==> config.mk <==
export PLATFORM = sky130hd
export DESIGN_NAME = relation_property_checker_unit
export DESIGN_NICKNAME = d
export VERILOG_FILES = /design/src/rtl/rpc_pkg.sv /design/src/rtl/rpc_row_store.sv /design/src/rtl/relation_property_checker_unit.sv
export SDC_FILE = /design/constraint.sdc
export NUM_CORES = 1
export LEC_CHECK = 0
export BUFFER_PORTS_ARGS = -buffer_cell sky130_fd_sc_hd__buf_2
export CAP_MARGIN = 0
export CELL_PAD_IN_SITES_DETAIL_PLACEMENT = 1
export CELL_PAD_IN_SITES_GLOBAL_PLACEMENT = 2
export CORE_AREA = 2 2 217 219
export DETAILED_ROUTE_END_ITERATION = 10
export DIE_AREA = 0 0 219 221
export PLACE_DENSITY_LB_ADDON = 0.1
export SETUP_SLACK_MARGIN = 0.4
export SYNTH_ARGS = -nofsm -noshare
export SYNTH_HDL_FRONTEND = slang
export SYNTH_HIERARCHICAL = 1
export SYNTH_SLANG_ARGS = --single-unit
==> constraint.sdc <==
create_clock -name clk -period 4.06 [get_ports clk]
set_input_delay 0 -clock clk [delete_from_list [all_inputs] [get_ports clk]]
set_output_delay 0 -clock clk [all_outputs]
set_load 0.005 [all_outputs]
==> src/rtl/rpc_pkg.sv <==
// Shared codes for the relation property checker.
// Holds the action codes and the sequencer state type; depends on nothing.
package rpc_pkg;

  localparam logic [1:0] ACT_CLEAR = 2'd0;
  localparam logic [1:0] ACT_SET   = 2'd1;
  localparam logic [1:0] ACT_EVAL  = 2'd2;

  typedef enum logic [4:0] {
    ST_IDLE   = 5'b00001,
    ST_SET_RD = 5'b00010,
    ST_SET_WR = 5'b00100,
    ST_EVAL   = 5'b01000,
    ST_DRAIN  = 5'b10000
  } state_t;

endpackage

==> src/rtl/rpc_row_store.sv <==
// Row memory of the relation matrix with per-row valid flags.
// One write port, one registered read port; depends on nothing else.
module rpc_row_store #(
  parameter int MAX_ELEMENTS = 16,
  localparam int IDX_W = $clog2(MAX_ELEMENTS)
) (
  input  logic                    clk,
  input  logic                    rst,
  input  logic                    clear_all,
  input  logic                    rd_en,
  input  logic [IDX_W-1:0]        rd_addr,
  output logic [MAX_ELEMENTS-1:0] rd_row,
  input  logic                    wr_en,
  input  logic [IDX_W-1:0]        wr_addr,
  input  logic [MAX_ELEMENTS-1:0] wr_row
);

  logic [MAX_ELEMENTS-1:0] mem [MAX_ELEMENTS];
  logic [MAX_ELEMENTS-1:0] row_valid;
  logic [MAX_ELEMENTS-1:0] rd_data;
  logic                    rd_valid;

  always_ff @(posedge clk) begin
    if (wr_en) begin
      mem[wr_addr] <= wr_row;
    end
    if (rd_en) begin
      rd_data  <= mem[rd_addr];
      rd_valid <= row_valid[rd_addr];
    end
  end

  // A row that was never written since the last clear reads as empty.
  always_ff @(posedge clk) begin
    if (rst || clear_all) begin
      row_valid <= '0;
    end else if (wr_en) begin
      row_valid[wr_addr] <= 1'b1;
    end
  end

  assign rd_row = rd_valid ? rd_data : '0;

endmodule

==> src/rtl/relation_property_checker_unit.sv <==
// Top level of the relation property checker: command decode, evaluation
// sequencer and result registers. Depends on rpc_pkg and rpc_row_store.
//
//   channel   signals                               transfer when
//   -------   -----------------------------------   ---------------------
//   config    cfg_we, cfg_wdata                     cfg_we high
//   command   start, busy, action, row/col_index    start high, busy low
//   result    done, flags and counts                done high (one cycle)
//
// A clear, or a set of a pair out of range, leaves busy low. Other sets hold busy
// through a read and a write back. An evaluate holds busy through a row walk
// (none when n is zero) and a drain, n being the active element count, one row
// read per cycle, n+1 reads per matrix row; done rises as busy falls. Reset is
// synchronous and the matrix reads as empty after it. Results cannot be held off.
module relation_property_checker_unit
  import rpc_pkg::*;
#(
  parameter int MAX_ELEMENTS = 16
) (
  input  logic       clk,
  input  logic       rst,
  input  logic       cfg_we,
  input  logic [4:0] cfg_wdata,
  input  logic       start,
  input  logic [1:0] action,
  input  logic [3:0] row_index,
  input  logic [3:0] col_index,
  output logic       busy,
  output logic       done,
  output logic       is_reflexive,
  output logic       is_irreflexive,
  output logic       is_symmetric,
  output logic       is_antisymmetric,
  output logic       is_asymmetric,
  output logic       is_transitive,
  output logic       is_equivalence,
  output logic       is_partial_order,
  output logic [4:0] missing_diagonal,
  output logic [7:0] missing_mirror,
  output logic [7:0] antisym_conflicts,
  output logic [8:0] missing_transitive
);

  localparam int IDX_W   = $clog2(MAX_ELEMENTS);
  localparam int POP_W   = $clog2(MAX_ELEMENTS + 1);
  localparam int ACC_RAW = $clog2(MAX_ELEMENTS * MAX_ELEMENTS + 1);
  localparam int ACC_W   = ACC_RAW > 9 ? ACC_RAW : 9;
  localparam int CAP     = MAX_ELEMENTS > 31 ? 31 : MAX_ELEMENTS;

  state_t state;

  logic [4:0]              elem_count;
  logic [4:0]              n;
  logic [IDX_W-1:0]        n_last;
  logic [MAX_ELEMENTS-1:0] size_mask;
  logic [MAX_ELEMENTS-1:0] col_bit;
  logic                    accept;
  logic                    in_range;

  logic [3:0]              row_q;
  logic [3:0]              col_q;

  // Read issue side of the evaluation walk.
  logic [IDX_W-1:0]        x_iss;
  logic [IDX_W-1:0]        y_iss;
  logic                    iss_row;

  // What the read that returns this cycle was for.
  logic                    tag_valid;
  logic                    tag_row;
  logic [IDX_W-1:0]        tag_x;
  logic [IDX_W-1:0]        tag_y;
  logic                    tag_last;

  logic [MAX_ELEMENTS-1:0] rx;
  logic [MAX_ELEMENTS-1:0] reach;
  logic [MAX_ELEMENTS-1:0] reach_next;
  logic [MAX_ELEMENTS-1:0] row_m;
  logic [MAX_ELEMENTS-1:0] pop_vec;
  logic                    pop_valid;
  logic [POP_W-1:0]        pop_cnt;
  logic                    cnt_valid;

  logic [ACC_W-1:0]        acc_diag;
  logic [ACC_W-1:0]        acc_mirror;
  logic [ACC_W-1:0]        acc_conf;
  logic [ACC_W-1:0]        acc_trans;
  logic                    diag_seen;
  logic                    asym;

  logic                    clear_all;
  logic                    rd_en;
  logic [IDX_W-1:0]        rd_addr;
  logic [MAX_ELEMENTS-1:0] rd_row;
  logic                    wr_en;
  logic [IDX_W-1:0]        wr_addr;
  logic [MAX_ELEMENTS-1:0] wr_row;

  function automatic logic [POP_W-1:0] popcount(input logic [MAX_ELEMENTS-1:0] v);
    logic [POP_W-1:0] c;
    c = '0;
    for (int i = 0; i < MAX_ELEMENTS; i++) begin
      c = c + POP_W'(v[i]);
    end
    return c;
  endfunction

  rpc_row_store #(
    .MAX_ELEMENTS(MAX_ELEMENTS)
  ) u_store (
    .clk      (clk),
    .rst      (rst),
    .clear_all(clear_all),
    .rd_en    (rd_en),
    .rd_addr  (rd_addr),
    .rd_row   (rd_row),
    .wr_en    (wr_en),
    .wr_addr  (wr_addr),
    .wr_row   (wr_row)
  );

  assign busy     = (state != ST_IDLE);
  assign accept   = start && !busy;
  assign n        = (elem_count > 5'(CAP)) ? 5'(CAP) : elem_count;
  assign n_last   = IDX_W'(n - 5'd1);
  assign in_range = ({1'b0, row_index} < n) && ({1'b0, col_index} < n);

  always_comb begin
    for (int i = 0; i < MAX_ELEMENTS; i++) begin
      size_mask[i] = (i < int'(n));
      col_bit[i]   = (i == int'(col_q));
    end
  end

  assign row_m = rd_row & size_mask;

  assign clear_all = accept && (action == ACT_CLEAR);
  assign rd_en     = (state == ST_SET_RD) || (state == ST_EVAL);
  assign rd_addr   = (state == ST_SET_RD) ? IDX_W'(row_q) : (iss_row ? x_iss : y_iss);
  assign wr_en     = (state == ST_SET_WR);
  assign wr_addr   = IDX_W'(row_q);
  assign wr_row    = rd_row | col_bit;

  always_ff @(posedge clk) begin
    if (rst) begin
      elem_count <= 5'd16;
    end else if (cfg_we) begin
      elem_count <= cfg_wdata;
    end
  end

  // Command decode and read issue.
  always_ff @(posedge clk) begin
    if (rst) begin
      state     <= ST_IDLE;
      tag_valid <= 1'b0;
    end else begin
      tag_valid <= 1'b0;
      case (state)
        ST_IDLE: begin
          if (accept) begin
            case (action)
              ACT_SET: begin
                if (in_range) begin
                  state <= ST_SET_RD;
                end
              end
              ACT_EVAL: begin
                x_iss   <= '0;
                y_iss   <= '0;
                iss_row <= 1'b1;
                state   <= (n == 5'd0) ? ST_DRAIN : ST_EVAL;
              end
              default: ;
            endcase
          end
        end
        ST_SET_RD: state <= ST_SET_WR;
        ST_SET_WR: state <= ST_IDLE;
        ST_EVAL: begin
          tag_valid <= 1'b1;
          tag_row   <= iss_row;
          tag_x     <= x_iss;
          tag_y     <= y_iss;
          tag_last  <= !iss_row && (y_iss == n_last);
          if (iss_row) begin
            iss_row <= 1'b0;
            y_iss   <= '0;
          end else if (y_iss == n_last) begin
            if (x_iss == n_last) begin
              state <= ST_DRAIN;
            end else begin
              x_iss   <= x_iss + IDX_W'(1);
              iss_row <= 1'b1;
            end
          end else begin
            y_iss <= y_iss + IDX_W'(1);
          end
        end
        ST_DRAIN: begin
          if (!tag_valid && !pop_valid && !cnt_valid) begin
            state <= ST_IDLE;
          end
        end
        default: state <= ST_IDLE;
      endcase
    end
  end

  always_ff @(posedge clk) begin
    if (accept) begin
      row_q <= row_index;
      col_q <= col_index;
    end
  end

  always_comb begin
    reach_next = reach;
    if (rx[tag_y]) begin
      reach_next = reach | row_m;
    end
  end

  // Evaluation datapath: consumes one returned row per cycle.
  always_ff @(posedge clk) begin
    if (rst) begin
      pop_valid <= 1'b0;
      cnt_valid <= 1'b0;
    end else begin
      pop_valid <= tag_valid && !tag_row && tag_last;
      cnt_valid <= pop_valid;
    end
  end

  always_ff @(posedge clk) begin
    if (accept && (action == ACT_EVAL)) begin
      acc_diag   <= '0;
      acc_mirror <= '0;
      acc_conf   <= '0;
      acc_trans  <= '0;
      diag_seen  <= 1'b0;
      asym       <= 1'b1;
    end else begin
      if (tag_valid) begin
        if (tag_row) begin
          rx    <= row_m;
          reach <= '0;
          if (row_m[tag_x]) begin
            diag_seen <= 1'b1;
          end else begin
            acc_diag <= acc_diag + ACC_W'(1);
          end
        end else begin
          // The returned row is row y; its bit x is the mirror of pair (x, y).
          if (rx[tag_y]) begin
            if (row_m[tag_x]) begin
              asym <= 1'b0;
              if (tag_x != tag_y) begin
                acc_conf <= acc_conf + ACC_W'(1);
              end
            end else begin
              acc_mirror <= acc_mirror + ACC_W'(1);
            end
          end
          reach <= reach_next;
          if (tag_last) begin
            pop_vec <= reach_next & ~rx;
          end
        end
      end
      if (cnt_valid) begin
        acc_trans <= acc_trans + {{(ACC_W - POP_W){1'b0}}, pop_cnt};
      end
    end
    pop_cnt <= popcount(pop_vec);
  end

  // Result registers, loaded while the pipeline drains; done is set once it has drained.
  always_ff @(posedge clk) begin
    if (rst) begin
      done <= 1'b0;
    end else begin
      done <= (state == ST_DRAIN) && !tag_valid && !pop_valid && !cnt_valid;
    end
  end

  always_ff @(posedge clk) begin
    if (state == ST_DRAIN) begin
      is_reflexive       <= (acc_diag == '0);
      is_irreflexive     <= !diag_seen;
      is_symmetric       <= (acc_mirror == '0);
      is_antisymmetric   <= (acc_conf == '0);
      is_asymmetric      <= asym;
      is_transitive      <= (acc_trans == '0);
      is_equivalence     <= (acc_diag == '0) && (acc_mirror == '0) && (acc_trans == '0);
      is_partial_order   <= (acc_diag == '0) && (acc_conf == '0) && (acc_trans == '0);
      missing_diagonal   <= (acc_diag > ACC_W'(31)) ? 5'd31 : acc_diag[4:0];
      missing_mirror     <= (acc_mirror > ACC_W'(255)) ? 8'd255 : acc_mirror[7:0];
      antisym_conflicts  <= (acc_conf > ACC_W'(255)) ? 8'd255 : acc_conf[7:0];
      missing_transitive <= (acc_trans > ACC_W'(511)) ? 9'd511 : acc_trans[8:0];
    end
  end

endmodule

==> metrics.txt <==
Initial Utilization 41.64%; GR Util met3 2.749%; Least-Margin Pin Slew 1209 ps; die area 48400 µm²; Pwr Density 481.5 nW/µm²; multi-input combinational cell area 5723 µm²; layout cells sized above 1 20.41%; Hold WC Path Type in2reg; Total Routed Length 47.92 mm; Post-Syn Nets 1293; flops & latches, synth 459; H-tree Lvls 2; DRT Pass-1 Iters 4; Ys Warns 6; xor and xnor area share after synthesis 1.461%; antenna-violating nets left 0; die span in y 221 µm; Slew Limit Fails 0; busiest grt layer met2; Mapped Cells 1233; Rel. slew slack 19.10%; antenna violations before repair 1; Port-buffer cells 58; fillers 4492; arrival time at the worst endpoint 3930 ps; diodes inserted 0; fmax 0.2927 GHz; leading cell type in the layout, fill and taps excluded edfxtp_1; Compound-Gate Fraction of Synth Area 6.622%; first-pass GRT wire length 72.40 mm; Adder-Cell Fraction of Synth Area 3.105%; P&R area growth vs syn 15.42%; Leak 0.007688 µW; syn_area_per_cell 15.55 µm²; crit start category register; Main synth FF type edfxtp_1; Simple-Gate Fraction of Synth Area 8.364%; Worst Hold Depth 5; CTS tree done; DR vias/cell 5.439; fin crit share 84.15%; GR Util met1 25.80%; dominant cells by area after synthesis edfxtp_1, dfxtp_1, mux4_2, ha_1, nor2_1; sequential area share after synthesis 68.06%; Non-Filler Cell Area, Final 22140 µm²; Clock Sinks 459; initial drt markers 659; status finished, final reports clean; remaining global-route overflow 0; # IOs 59; Overall Power 10660 µW; Post-synth ARST share 0%; num rows 79; Critical path origin pop_vec[0]; R2R depth 10; IR Drop Worst-Case VDD 0.4068 mV; CTS resizes 0; Min-Delay Endpoint state[3]; DP Area 20280 µm²; GRT Resource Usage Total 20.15%; Inst Count DP 1871; WL/cell 24.09 µm; Synth cell types 70; post-synthesis mux area share 9.812%; layout net count 1402; Skew-Pair Late Insertion Delay 600 ps; CP max FO 2; sequential cell area 13050 µm²; Worst Setup Path Type reg2reg; number of global-route vias before repair 11590; RR Startpoint pop_vec[0]; Detailed Place HPWL 30.75 mm; R2R setup slack 640 ps; CTS Buf Count 50; total core area 46060 µm²; largest family of logic cells by synthesized area multiplexers; global placer's final weighted congestion 0.7730; hold path start action[0]; Tmin final 3416 ps; CP Data Required Time 4570 ps; setup violators final 0; setup tns final 0 ps; largest net degree at the start of global routing 43; EDFF count, synth 386; Yosys top cell by area edfxtp_1; unrepaired setup endpoints after global routing no; via count 10820; nature of the critical path endpoint register; DRC Markers 0; clk root buf clkbuf_16; most frequent cells in the layout edfxtp_1, nor2_1, dfxtp_1; reg2reg end pop_cnt[3]; CTS clk-pin slew, worst paths 60 ps; M2 GR Usage 35.50%; clock skew 23.39 ps; Non-Filler Instances 1989; Synth top area share 60.44%; Cell Area, Synth 19180 µm²; die width 219 µm; Max clock buf depth 3; final hold vios 0; Max Cap Viol 0
## flip-flops by register name, summed over array words and instances, names as in the netlist, 8 cells and up
signal,flops
acc_conf,9
acc_diag,9
acc_mirror,9
acc_trans,9
antisym_conflicts,8
missing_mirror,8
missing_transitive,9
pop_vec,16
reach,16
rx,16
u_store/mem,256
u_store/rd_data,16
u_store/row_valid,16
## kinds of logic (layout without fill, tap and decap cells)
logic type,Yosys count,after routing
flops,459,459
simple gates,318,318
compound gates,184,184
buf+inv,106,255
mux,93,93
fa+ha+maj,41,41
xor+xnor,32,32
## worst max-delay path, stage by stage (launching register included)
cell	delay, ps
edfxtp_1	390
fa_1	560
inv_1	60
fa_1	410
fa_1	490
fa_1	610
inv_1	60
ha_1	280
a21o_1	180
a21oi_1	170
xnor2_1	130
## per-layer routing
metal | part of all wire [%] | routed length [µm] | vias up
li1 | - | - | 4949
met1 | 42 | 20260 | 5628
met2 | 52 | 24970 | 177
met3 | 3.3 | 1579 | 65
met4 | 2.3 | 1107 | 0
met5 | 0 | 0 | -
## power breakdown
| part | leakage, µW | internal [µW] | switching, µW |
|---|---|---|---|
| sequential | 0.00409 | 5270 | 95.0 |
| combinational | 0.00280 | 336 | 536 |
| clock | 0.000798 | 2560 | 1860 |
## metrics by stage
stage	util [%]	hold WS [ps]	setup WS, ps
floorplan	-	98.87	778.7
global placement	44.03	249.1	682.7
detailed placement	44.03	257.7	599.1
CTS	48.06	22.08	609.1
global route	48.06	47.81	470.1
finish	48.06	25.88	643.7
## what timing repair did
item | CTS | global route
setup buffers | 0 | 0
hold buffers | 26 | 0
endpoints found under the hold margin | 20 | 0
## cell type report
class	count	share of cell area, %
clock buffers	65	6.133
clock inverters	27	1.063
inverters	46	0.7800
multi-input cells	668	25.85
flip-flops and latches	459	58.96
well taps	607	3.431
repair buffers	117	3.776
## cell usage after synthesis (4+ instances only)
| master | count |
|---|---|
| a211oi_1 | 4 |
| a21boi_0 | 7 |
| a21o_1 | 11 |
| a21oi_1 | 42 |
| a22oi_1 | 35 |
| a31o_2 | 6 |
| and2_1 | 24 |
| and3_1 | 11 |
| buf_1 | 5 |
| buf_2 | 13 |
| buf_6 | 4 |
| clkbuf_1 | 32 |
| dfxtp_1 | 73 |
| edfxtp_1 | 386 |
| fa_1 | 11 |
| ha_1 | 30 |
| inv_1 | 45 |
| mux2i_1 | 20 |
| mux4_1 | 10 |
| mux4_2 | 62 |
| nand2_1 | 53 |
| nand2b_1 | 10 |
| nand3_1 | 21 |
| nand4_1 | 6 |
| nor2_1 | 100 |
| nor2b_1 | 15 |
| nor3_1 | 17 |
| nor4_1 | 11 |
| o211ai_1 | 4 |
| o21a_1 | 23 |
| o21ai_0 | 22 |
| o31ai_1 | 5 |
| or2_2 | 15 |
| or3_1 | 11 |
| xnor2_1 | 25 |
| xor2_1 | 7 |
## worst max-delay path by stage
stage	slack, ps	endpoint	cells past startpoint
2_1_floorplan	780	pop_cnt[3]	10
3_3_place_gp	680	pop_cnt[3]	10
3_5_place_dp	600	pop_cnt[3]	10
4_1_cts	610	pop_cnt[3]	10
5_1_grt	470	pop_cnt[4]	11
6_report	640	pop_cnt[3]	10
Note: power is estimated with default switching activity, not from simulation.
